**src/hw/rtl/dpq_pkg.sv**
```systemverilog
// Package with the types, codes and helper function of the deadline priority queue.
`default_nettype none
package dpq_pkg;

   localparam logic [15:0] YEAR_DAYS  = 16'd365;
   localparam logic [15:0] MONTH_DAYS = 16'd30;
   localparam int          ENTRY_BITS = 32;

   typedef enum logic [1:0] {
      OP_PUSH   = 2'd0,
      OP_POP    = 2'd1,
      OP_DELETE = 2'd2,
      OP_NOP    = 2'd3
   } opcode_type;

   typedef enum logic [1:0] {
      STATUS_OK        = 2'd0,
      STATUS_FULL      = 2'd1,
      STATUS_EMPTY     = 2'd2,
      STATUS_NOT_FOUND = 2'd3
   } status_type;

   typedef enum logic [2:0] {
      ST_IDLE,
      ST_READ,
      ST_CHECK,
      ST_PLACE,
      ST_RESPOND
   } state_type;

   typedef struct packed {
      logic [7:0]  tag;
      logic [7:0]  prio;
      logic [15:0] key;
   } entry_type;

   // An entry stays ahead of a new task if it is due earlier, or due at the
   // same time with at least the same priority.
   function automatic logic stays_ahead(input entry_type e, input logic [15:0] key,
                                        input logic [7:0] prio);
      stays_ahead = (e.key < key) || ((e.key == key) && (e.prio >= prio));
   endfunction

endpackage
`default_nettype wire

```
**src/hw/rtl/dpq_ram.sv**
```systemverilog
// Generic single-write, single-read RAM with a registered read port.
`default_nettype none
module dpq_ram #(
   parameter int WIDTH = 32,
   parameter int DEPTH = 16
) (
   input  wire logic                     clock,
   input  wire logic                     wr_en,
   input  wire logic [$clog2(DEPTH)-1:0] wr_addr,
   input  wire logic [WIDTH-1:0]         wr_data,
   input  wire logic [$clog2(DEPTH)-1:0] rd_addr,
   output logic      [WIDTH-1:0]         rd_data
);

   logic [WIDTH-1:0] mem_ff [DEPTH];

   always_ff @(posedge clock) begin
      if (wr_en) begin
         mem_ff[wr_addr] <= wr_data;
      end
      rd_data <= mem_ff[rd_addr];
   end

endmodule
`default_nettype wire

```
**src/hw/rtl/deadline_priority_queue.sv**
```systemverilog
// Top level of the deadline priority queue: sequencer, entry memory and result port.
// The result strobe comes in the cycle after acceptance for a no-op, a dropped push and a pop
// or delete on an empty queue; a push into an empty queue passes ST_PLACE, then ST_RESPOND.
// Otherwise each entry visited takes a memory read (ST_READ) and a compare (ST_CHECK): a pop
// visits all but the head, a delete every entry, a push the entries from the tail to its slot.
// Busy falls after the strobe; the next item is accepted in the cycle after it at the soonest.
// Synchronous reset empties the queue; the results cannot be stalled.
`default_nettype none
module deadline_priority_queue
   import dpq_pkg::*;
#(
   parameter int QUEUE_DEPTH = 16
) (
   input  wire logic        clock,
   input  wire logic        reset,
   input  wire logic        start,
   output logic             busy,
   input  wire logic [1:0]  req_opcode,
   input  wire logic [7:0]  req_task_id,
   input  wire logic [7:0]  req_task_priority,
   input  wire logic [4:0]  req_due_day,
   input  wire logic [3:0]  req_due_month,
   input  wire logic [6:0]  req_due_year,
   output logic             rsp_valid,
   output logic [1:0]       rsp_status,
   output logic             rsp_head_valid,
   output logic [7:0]       rsp_head_tag,
   output logic [7:0]       rsp_head_prio,
   output logic [15:0]      rsp_head_key,
   output logic [4:0]       rsp_entry_count
);

   localparam int AW = $clog2(QUEUE_DEPTH);
   localparam int CW = $clog2(QUEUE_DEPTH + 1);

   state_type        state_ff, state_in;
   opcode_type       op_ff, op_in;
   status_type       status_ff, status_in;
   logic [CW-1:0]    count_ff, count_in;
   logic [AW-1:0]    idx_ff, idx_in;
   logic             found_ff, found_in;
   entry_type        new_ff, new_in;
   entry_type        head_ff, head_in;

   logic             wr_en;
   logic [AW-1:0]    wr_addr;
   entry_type        wr_data;
   entry_type        rd_data;
   logic [CW-1:0]    next_pos;
   logic [15:0]      req_key;

   dpq_ram #(
      .WIDTH(ENTRY_BITS),
      .DEPTH(QUEUE_DEPTH)
   ) u_entries (
      .clock  (clock),
      .wr_en  (wr_en),
      .wr_addr(wr_addr),
      .wr_data(wr_data),
      .rd_addr(idx_ff),
      .rd_data(rd_data)
   );

   assign req_key  = 16'(req_due_year) * YEAR_DAYS + 16'(req_due_month) * MONTH_DAYS
                   + 16'(req_due_day);
   assign next_pos = CW'(idx_ff) + CW'(1);

   always_ff @(posedge clock) begin
      if (reset) begin
         state_ff <= ST_IDLE;
         count_ff <= '0;
      end else begin
         state_ff <= state_in;
         count_ff <= count_in;
      end
      op_ff     <= op_in;
      status_ff <= status_in;
      idx_ff    <= idx_in;
      found_ff  <= found_in;
      new_ff    <= new_in;
      head_ff   <= head_in;
   end

   always_comb begin
      state_in  = state_ff;
      op_in     = op_ff;
      status_in = status_ff;
      count_in  = count_ff;
      idx_in    = idx_ff;
      found_in  = found_ff;
      new_in    = new_ff;
      wr_en     = 1'b0;
      wr_addr   = '0;
      wr_data   = new_ff;
      case (state_ff)
         ST_IDLE: begin
            if (start) begin
               op_in      = opcode_type'(req_opcode);
               new_in.tag  = req_task_id;
               new_in.prio = req_task_priority;
               new_in.key  = req_key;
               status_in  = STATUS_OK;
               found_in   = 1'b0;
               idx_in     = '0;
               state_in   = ST_RESPOND;
               case (opcode_type'(req_opcode))
                  OP_PUSH: begin
                     if (count_ff >= CW'(QUEUE_DEPTH)) begin
                        status_in = STATUS_FULL;
                     end else if (count_ff == '0) begin
                        state_in = ST_PLACE;
                     end else begin
                        idx_in   = AW'(count_ff - CW'(1));
                        state_in = ST_READ;
                     end
                  end
                  OP_POP: begin
                     if (count_ff == '0) begin
                        status_in = STATUS_EMPTY;
                     end else if (count_ff == CW'(1)) begin
                        count_in = '0;
                     end else begin
                        found_in = 1'b1;
                        idx_in   = AW'(1);
                        state_in = ST_READ;
                     end
                  end
                  OP_DELETE: begin
                     if (count_ff == '0) begin
                        status_in = STATUS_NOT_FOUND;
                     end else begin
                        state_in = ST_READ;
                     end
                  end
                  default: begin
                  end
               endcase
            end
         end
         ST_READ: begin
            state_in = ST_CHECK;
         end
         ST_CHECK: begin
            if (op_ff == OP_PUSH) begin
               wr_en   = 1'b1;
               wr_addr = AW'(next_pos);
               if (stays_ahead(rd_data, new_ff.key, new_ff.prio)) begin
                  wr_data  = new_ff;
                  count_in = count_ff + CW'(1);
                  state_in = ST_RESPOND;
               end else begin
                  wr_data = rd_data;
                  if (idx_ff == '0) begin
                     state_in = ST_PLACE;
                  end else begin
                     idx_in   = idx_ff - AW'(1);
                     state_in = ST_READ;
                  end
               end
            end else begin
               if (found_ff) begin
                  wr_en   = 1'b1;
                  wr_addr = idx_ff - AW'(1);
                  wr_data = rd_data;
               end
               if (found_ff || (rd_data.tag == new_ff.tag)) begin
                  found_in = 1'b1;
                  if (next_pos < count_ff) begin
                     idx_in   = AW'(next_pos);
                     state_in = ST_READ;
                  end else begin
                     count_in = count_ff - CW'(1);
                     state_in = ST_RESPOND;
                  end
               end else if (next_pos < count_ff) begin
                  idx_in   = AW'(next_pos);
                  state_in = ST_READ;
               end else begin
                  status_in = STATUS_NOT_FOUND;
                  state_in  = ST_RESPOND;
               end
            end
         end
         ST_PLACE: begin
            wr_en    = 1'b1;
            wr_addr  = '0;
            wr_data  = new_ff;
            count_in = count_ff + CW'(1);
            state_in = ST_RESPOND;
         end
         ST_RESPOND: begin
            state_in = ST_IDLE;
         end
         default: begin
            state_in = ST_IDLE;
         end
      endcase
   end

   // The head register mirrors entry zero of the memory.
   assign head_in = (wr_en && (wr_addr == '0)) ? wr_data : head_ff;

   assign busy            = (state_ff != ST_IDLE);
   assign rsp_valid       = (state_ff == ST_RESPOND);
   assign rsp_status      = status_ff;
   assign rsp_head_valid  = (count_ff != '0);
   assign rsp_head_tag    = rsp_head_valid ? head_ff.tag : 8'd0;
   assign rsp_head_prio   = rsp_head_valid ? head_ff.prio : 8'd0;
   assign rsp_head_key    = rsp_head_valid ? head_ff.key : 16'd0;
   assign rsp_entry_count = 5'(count_ff);

`ifndef SYNTHESIS
   a_count_bound: assert property (@(posedge clock) disable iff (reset)
      count_ff <= CW'(QUEUE_DEPTH))
      else $error("entry count exceeds the queue depth");

   a_single_strobe: assert property (@(posedge clock) disable iff (reset)
      rsp_valid |=> !rsp_valid && !busy)
      else $error("result strobe held longer than one cycle");

   a_accept_busy: assert property (@(posedge clock) disable iff (reset)
      start && !busy |=> busy)
      else $error("accepted item did not raise busy");

   a_full_drop: assert property (@(posedge clock) disable iff (reset)
      rsp_valid && (rsp_status == STATUS_FULL) |-> count_ff == CW'(QUEUE_DEPTH))
      else $error("push dropped while the queue was not full");

   a_count_step: assert property (@(posedge clock) disable iff (reset)
      (state_ff != ST_IDLE) && (state_in == ST_IDLE) |=> $stable(count_ff))
      else $error("entry count changed outside an item");
`endif

endmodule
`default_nettype wire

```
**config.mk**
```make
export PLATFORM = sky130hd
export DESIGN_NAME = deadline_priority_queue
export DESIGN_NICKNAME = d
export VERILOG_FILES = /design/src/hw/rtl/dpq_pkg.sv /design/src/hw/rtl/dpq_ram.sv /design/src/hw/rtl/deadline_priority_queue.sv
export SDC_FILE = /design/constraint.sdc
export NUM_CORES = 1
export LEC_CHECK = 0
export ABC_AREA = 1
export BUFFER_PORTS_ARGS = -buffer_cell sky130_fd_sc_hd__buf_4
export CAP_MARGIN = 0
export CORE_MARGIN = 5
export CORE_UTILIZATION = 35
export DETAILED_ROUTE_END_ITERATION = 7
export HOLD_SLACK_MARGIN = 0.02
export PLACE_DENSITY = 0.58
export SLEW_MARGIN = 20
export SYNTH_ARGS = -nofsm -noshare
export SYNTH_HDL_FRONTEND = slang
export SYNTH_HIERARCHICAL = 1
export SYNTH_SLANG_ARGS = --single-unit
```
**constraint.sdc**
```tcl
create_clock -name clock -period 17.21 [get_ports clock]
set_input_delay 1.721 -clock clock [delete_from_list [all_inputs] [get_ports clock]]
set_output_delay 1.721 -clock clock [all_outputs]
set_load 0.03 [all_outputs]
```
### Word-level counts from Yosys, hierarchy flattened

Memory sizes are Yosys's and may differ from the RTL's. A register that Yosys moved wholly into a read port is not among the register bits.
Cells that the tools add are included.

* logic and storage cells: 130
* memory bits (writable): 512
* output and inout bits: 42
* memories: 1
* bits in registers: 81

Memory list
* u_entries.mem_ff: depth 16, bits a word 32, read ports 1, clocked after memory_dff 1, wr ports 1, RTL line dpq_ram.sv:15 `logic [WIDTH-1:0] mem_ff [DEPTH];`

* mux-type cells: 63
* add/subtract/negate cells: 6
* equal/unequal tests: 23
* $lt $le $gt $ge: 4
* $mul: 2
* reduce and logical (&&, ||, !) cells: 19

Operators by type and width (number)
* 32-bit two-way mux: 4
* 4-bit two-way mux: 10
* 5-bit two-way mux: 8
* 3-bit two-way mux: 8
* 3-bit != test (second input constant): 6
* 16-bit by 5-bit adder with 16-bit output: 1
* 16-bit by 9-bit adder with 16-bit output: 1
* 16-bit equality test: 1
* 16-bit less-than comparator: 1
* 7-bit by 9-bit multiplier with 16-bit output (second input constant): 1
* 16-bit two-way mux: 1
* 2-bit two-way mux: 8
* 8-bit two-way mux: 2
* 4-bit case mux with 2 select lines: 2
* 5-bit case mux with 3 select lines: 1
* 2-bit != test (second input constant): 7
* 1-bit two-way mux: 13
* 3-bit case mux with 4 select lines: 1
* 5-bit AND reduction: 2
* 3-bit case mux with 3 select lines: 1
* 8-bit equality test: 1
* 8-bit greater-or-equal comparator: 1
* 4-bit zero test: 2
* 4-bit by 4-bit multiplier with 8-bit output (second input constant): 1
* other kinds (27): 33

### Longest topological paths before layout

* depth after elaboration: 6
* depth in mapped cells: 24
* depth with buffers taken out: 24

### By module

Netlist, hierarchy kept.

By module, submodules not included
* dpq_ram: area an instance 22744.3 µm², times used 1, seq. area each 16015.4 µm², cells each 2120
* deadline_priority_queue: area an instance 7523.5 µm², times used 1, seq. area each 2352.3 µm², cells each 926

### Worst setup path before layout

No wires, ideal clock.

* kind: input port to flip-flop
* start: input port req_due_month[0]
* end: register new_ff[13] in the netlist's numbering (data pin)
* library setup time: 264 ps
* cell stages on the path: 22
* required time: 16946 ps
* data arrival time: 6421 ps
* path slack: 10525 ps
* cell sequence: fa_1 -> fa_1 -> ha_1 -> nand3_1 -> nand3_1 -> xor2_1 -> inv_1 -> ha_1 -> inv_1 -> fa_1 -> inv_1 -> fa_1 -> inv_1 -> fa_1 -> inv_1 -> ha_1 -> a21oi_1 -> o21ai_1 -> a21boi_0 -> o21ai_1 -> a31oi_1 -> xor2_1

* word-level cells in the longest chain between the ends: 3

RTL lines
* start: declaration: RTL line deadline_priority_queue.sv:22 `input wire logic [3:0] req_due_month,`
* 4-bit by 4-bit multiplier with 8-bit output: RTL line deadline_priority_queue.sv:64 `assign req_key = 16'(req_due_year) * YEAR_DAYS + 16'(req_due_month) * MONTH_DAYS`
* 16-bit by 9-bit adder with 16-bit output: RTL line deadline_priority_queue.sv:64
* 16-bit by 5-bit adder with 16-bit output: RTL line deadline_priority_queue.sv:65 `+ 16'(req_due_day);`
* named net req_key[13]: RTL line deadline_priority_queue.sv:50 `logic [15:0] req_key;`
* end signal: assignment: RTL line deadline_priority_queue.sv:80 `new_ff <= new_in;`
* end: declaration: RTL line deadline_priority_queue.sv:42 `entry_type new_ff, new_in;`

The timed path passes the listed nets, and every way through them passes these cells.
A chain may end at the register's enable or synchronous reset.

### Worst setup path after layout

Ends and elaborated chain as after synthesis.

==> results.py <==
metrics = {
    "setup_path": {
        "worst-setup-path-type": "in -> reg",
        "required_ps": 17560,
        "cp_max_fo": 4,
        "cp-start-kind": "input port",
        "arrival_ps": 6890,
        "crit_path_end_kind": "flop",
    },
    "die": {
        "dieArea_mm2": 0.0925,
        "ios": 79,
        "fp.coreArea_mm2": 0.0855,
        "start_util_pct": 35.4,
        "num_rows": 107,
        "die_h_um": 304,
        "die_w_um": 304,
    },
    "global_routing": {
        "antenna_found_initial": 0,
        "overflow": 0,
        "grt_first_pass_wirelength_mm": 117,
        "track_usage_pct": 16.2,
        "grt_pass1_vias": 19400,
        "grt_max_degree": 132,
    },
    "synth": {
        "ys_seq_area_share_pct": 60.7,
        "synth_top_area_cell": "edfxtp_1",
        "synthArstFlopShare_pct": 0,
        "synth_area_leaders": "edfxtp_1 58%, nand2_1 11%, inv_1 7.5%, nand3_1 6.9%, ha_1 3.7%",
        "synth_flop_cell": "edfxtp_1",
        "synth_warnings": 6,
        "synth_top_area_share_pct": 58.0,
        "synth_edf_count": 585,
        "syn_area_mm2": 0.0303,
        "synthCells": 3046,
        "synthDistinctLibCells": 45,
        "ys_ff_latch": 625,
        "avgSynthCellArea_um2": 9.94,
        "synth_nets": 3205,
    },
    "cts": {
        "clock_sinks": 625,
        "clk-insertion-delay-late_ps": 610,
        "cts.repair.resized": 0,
        "numCtsBuffers": 68,
        "htreeDepth": 3,
        "ctsHoldBuffers": 0,
        "cts_root_buf": "clkbuf_16",
        "postCtsSetupBuffers": 0,
        "cts_tree": "built",
        "clk_pin_slew_ps": 60,
        "cts_buffer_depth": 3,
    },
    "finish": {
        "insertedDiodeCount": 0,
        "layout_commonest_cell": "nand2_1",
        "layout-drive-gt1-share_pct": 8.57,
        "layout.nets": 3267,
        "final_cell_mix": "856 x nand2_1, 602 x inv_1, 585 x edfxtp_1, 415 x nand3_1, 120 x buf_4",
        "layout.cells.non_filler": 4307,
        "syn2layout_area_growth_pct": 12.8,
        "n_fill_cell": 8276,
        "final_util_pct": 39.9,
    },
    "timing": {
        "worst_slack_ps": 10670,
        "rsz0062_at_grt": "no",
        "setup_viol": 0,
        "tns_ps": 0,
        "finalClockSkew_ps": 27.5,
        "slew_headroom_pct": 31.0,
        "min_period_over_period_pct": 38.0,
        "fin_crit_ps": 6540,
        "slew_viol_final": 0,
        "hold_viol_final": 0,
        "worst-slew-pin-transition_ps": 1040,
        "timing.fmax_ghz": 0.153,
    },
    "detailed_routing": {
        "wire_per_inst_um": 17.9,
        "drtAntennaViolNets": 0,
        "routed.top_layer": "met4",
        "drc": 0,
        "vias_per_cell": 4.70,
        "first_iter_violations": 1654,
        "first_pass_iters": 5,
        "wl_met1_mm": 34.6,
        "via_count": 20300,
        "dr_wl_met2_mm": 36.7,
        "dr_wl_met3_mm": 3.69,
        "drt-total-wl_mm": 77.0,
    },
    "placement": {
        "gp_congestion": 0.830,
        "pre_cts_slack_ps": 10040,
        "dp_hpwl_mm": 43.7,
        "dp.cells": 4180,
        "io_buffers": 78,
    },
    "flow_run": {
        "cap_viol_max_count": 0,
    },
    "min_path": {
        "holdCritPathClass": "reg -> reg",
    },
    "pwr": {
        "p_leak_nw": 15.0,
        "power.total_w": 0.00528,
        "vdd_drop_max_mv": 0.118,
        "powerDensity_mw_per_mm2": 155,
    },
    "outcome": {
        "status": "finished clean",
    },
}
area by class of cell:
type                    count  area, µm²  area share, %
clock buffers              95       1900           5.55
clock inverters            30        337          0.986
inverters                 615       2320           6.79
multi-input cells        1677       8860           26.0
flip-flops and latches    625      18400           53.8
well taps                1144       1430           4.19
repair buffers            121        921           2.70
Yosys cell counts (3+ instances only):
cell,instances
o211ai_1,21
clkbuf_1,24
nor2_4,3
nor2_2,5
edfxtp_1,585
buf_2,45
nand2_1,856
buf_4,10
buf_6,33
inv_2,10
inv_1,603
o21ai_1,8
xnor2_1,14
buf_1,15
nand4_1,9
nor3_1,3
ha_1,89
dfxtp_1,40
o22ai_1,3
xor2_1,19
nor2_1,66
a31oi_1,5
o21ai_0,52
a21oi_1,47
fa_1,33
nand3_1,415
o221ai_1,3
nand2_2,7
cell families after synthesis:
logic type                 synth area share (%)
AOI/OAI and AO/OA                          2.77
xor gates and xnor gates                  0.955
adders and majority gates                  5.86
buffers and inverters                      10.5
DFF                                        60.7
and+or+nand+nor                            19.3
critical path, stage by stage:
cell and delay, ps:
buf_4 130, fa_1 580, fa_1 450, ha_1 290, nand3_1 70, nand3_1 110
xor2_1 150, inv_1 60, ha_1 270, inv_1 50, fa_1 490, inv_1 50
fa_1 470, inv_1 50, fa_1 520, inv_1 40, ha_1 340, nand2_1 60
o21ai_1 260, a21boi_0 200, o21ai_1 240, a31oi_1 130, xor2_1 150
per-layer routing:
metal | track usage [%] | vias to the layer above
met5 | 0 | -
met1 | 22.2 | 9715
met3 | 2.04 | 114
met2 | 27.1 | 492
met4 | 4.77 | 0
li1 | - | 9929
state kept, by name (all words and copies together), names as in the netlist:
register / flops
rsp_status: 2
idx_ff: 4
head_ff: 32
u_entries/rd_data: 32
found_ff: 1
u_entries/mem_ff: 512
op_ff: 2
state_ff: 3
rsp_entry_count: 5
new_ff: 32
power breakdown:
part | switching [W] | internal [W]
Combinational | 0.00125 | 0.000536
Clock | 0.000596 | 0.000864
Sequential | 0.0000846 | 0.00195
Total | 0.00193 | 0.00335
worst paths after layout:
kind,depth (start not counted),slack [ps],to,start
min,2,550,state_ff[1],state_ff[0]
max reg2reg,11,12990,u_entries/mem_ff[9][2],idx_ff[1]
max,23,10670,new_ff[13],req_due_month[0]
min reg2reg,2,550,state_ff[1],state_ff[0]
metrics by stage:
step	hold slack (ps)	cell area (µm²)
floorplan	498	30300
global placement	541	31900
detailed placement	544	31900
CTS	552	34100
global route	592	34100
finish	545	34100
Power figures use the tool's default switching activity.
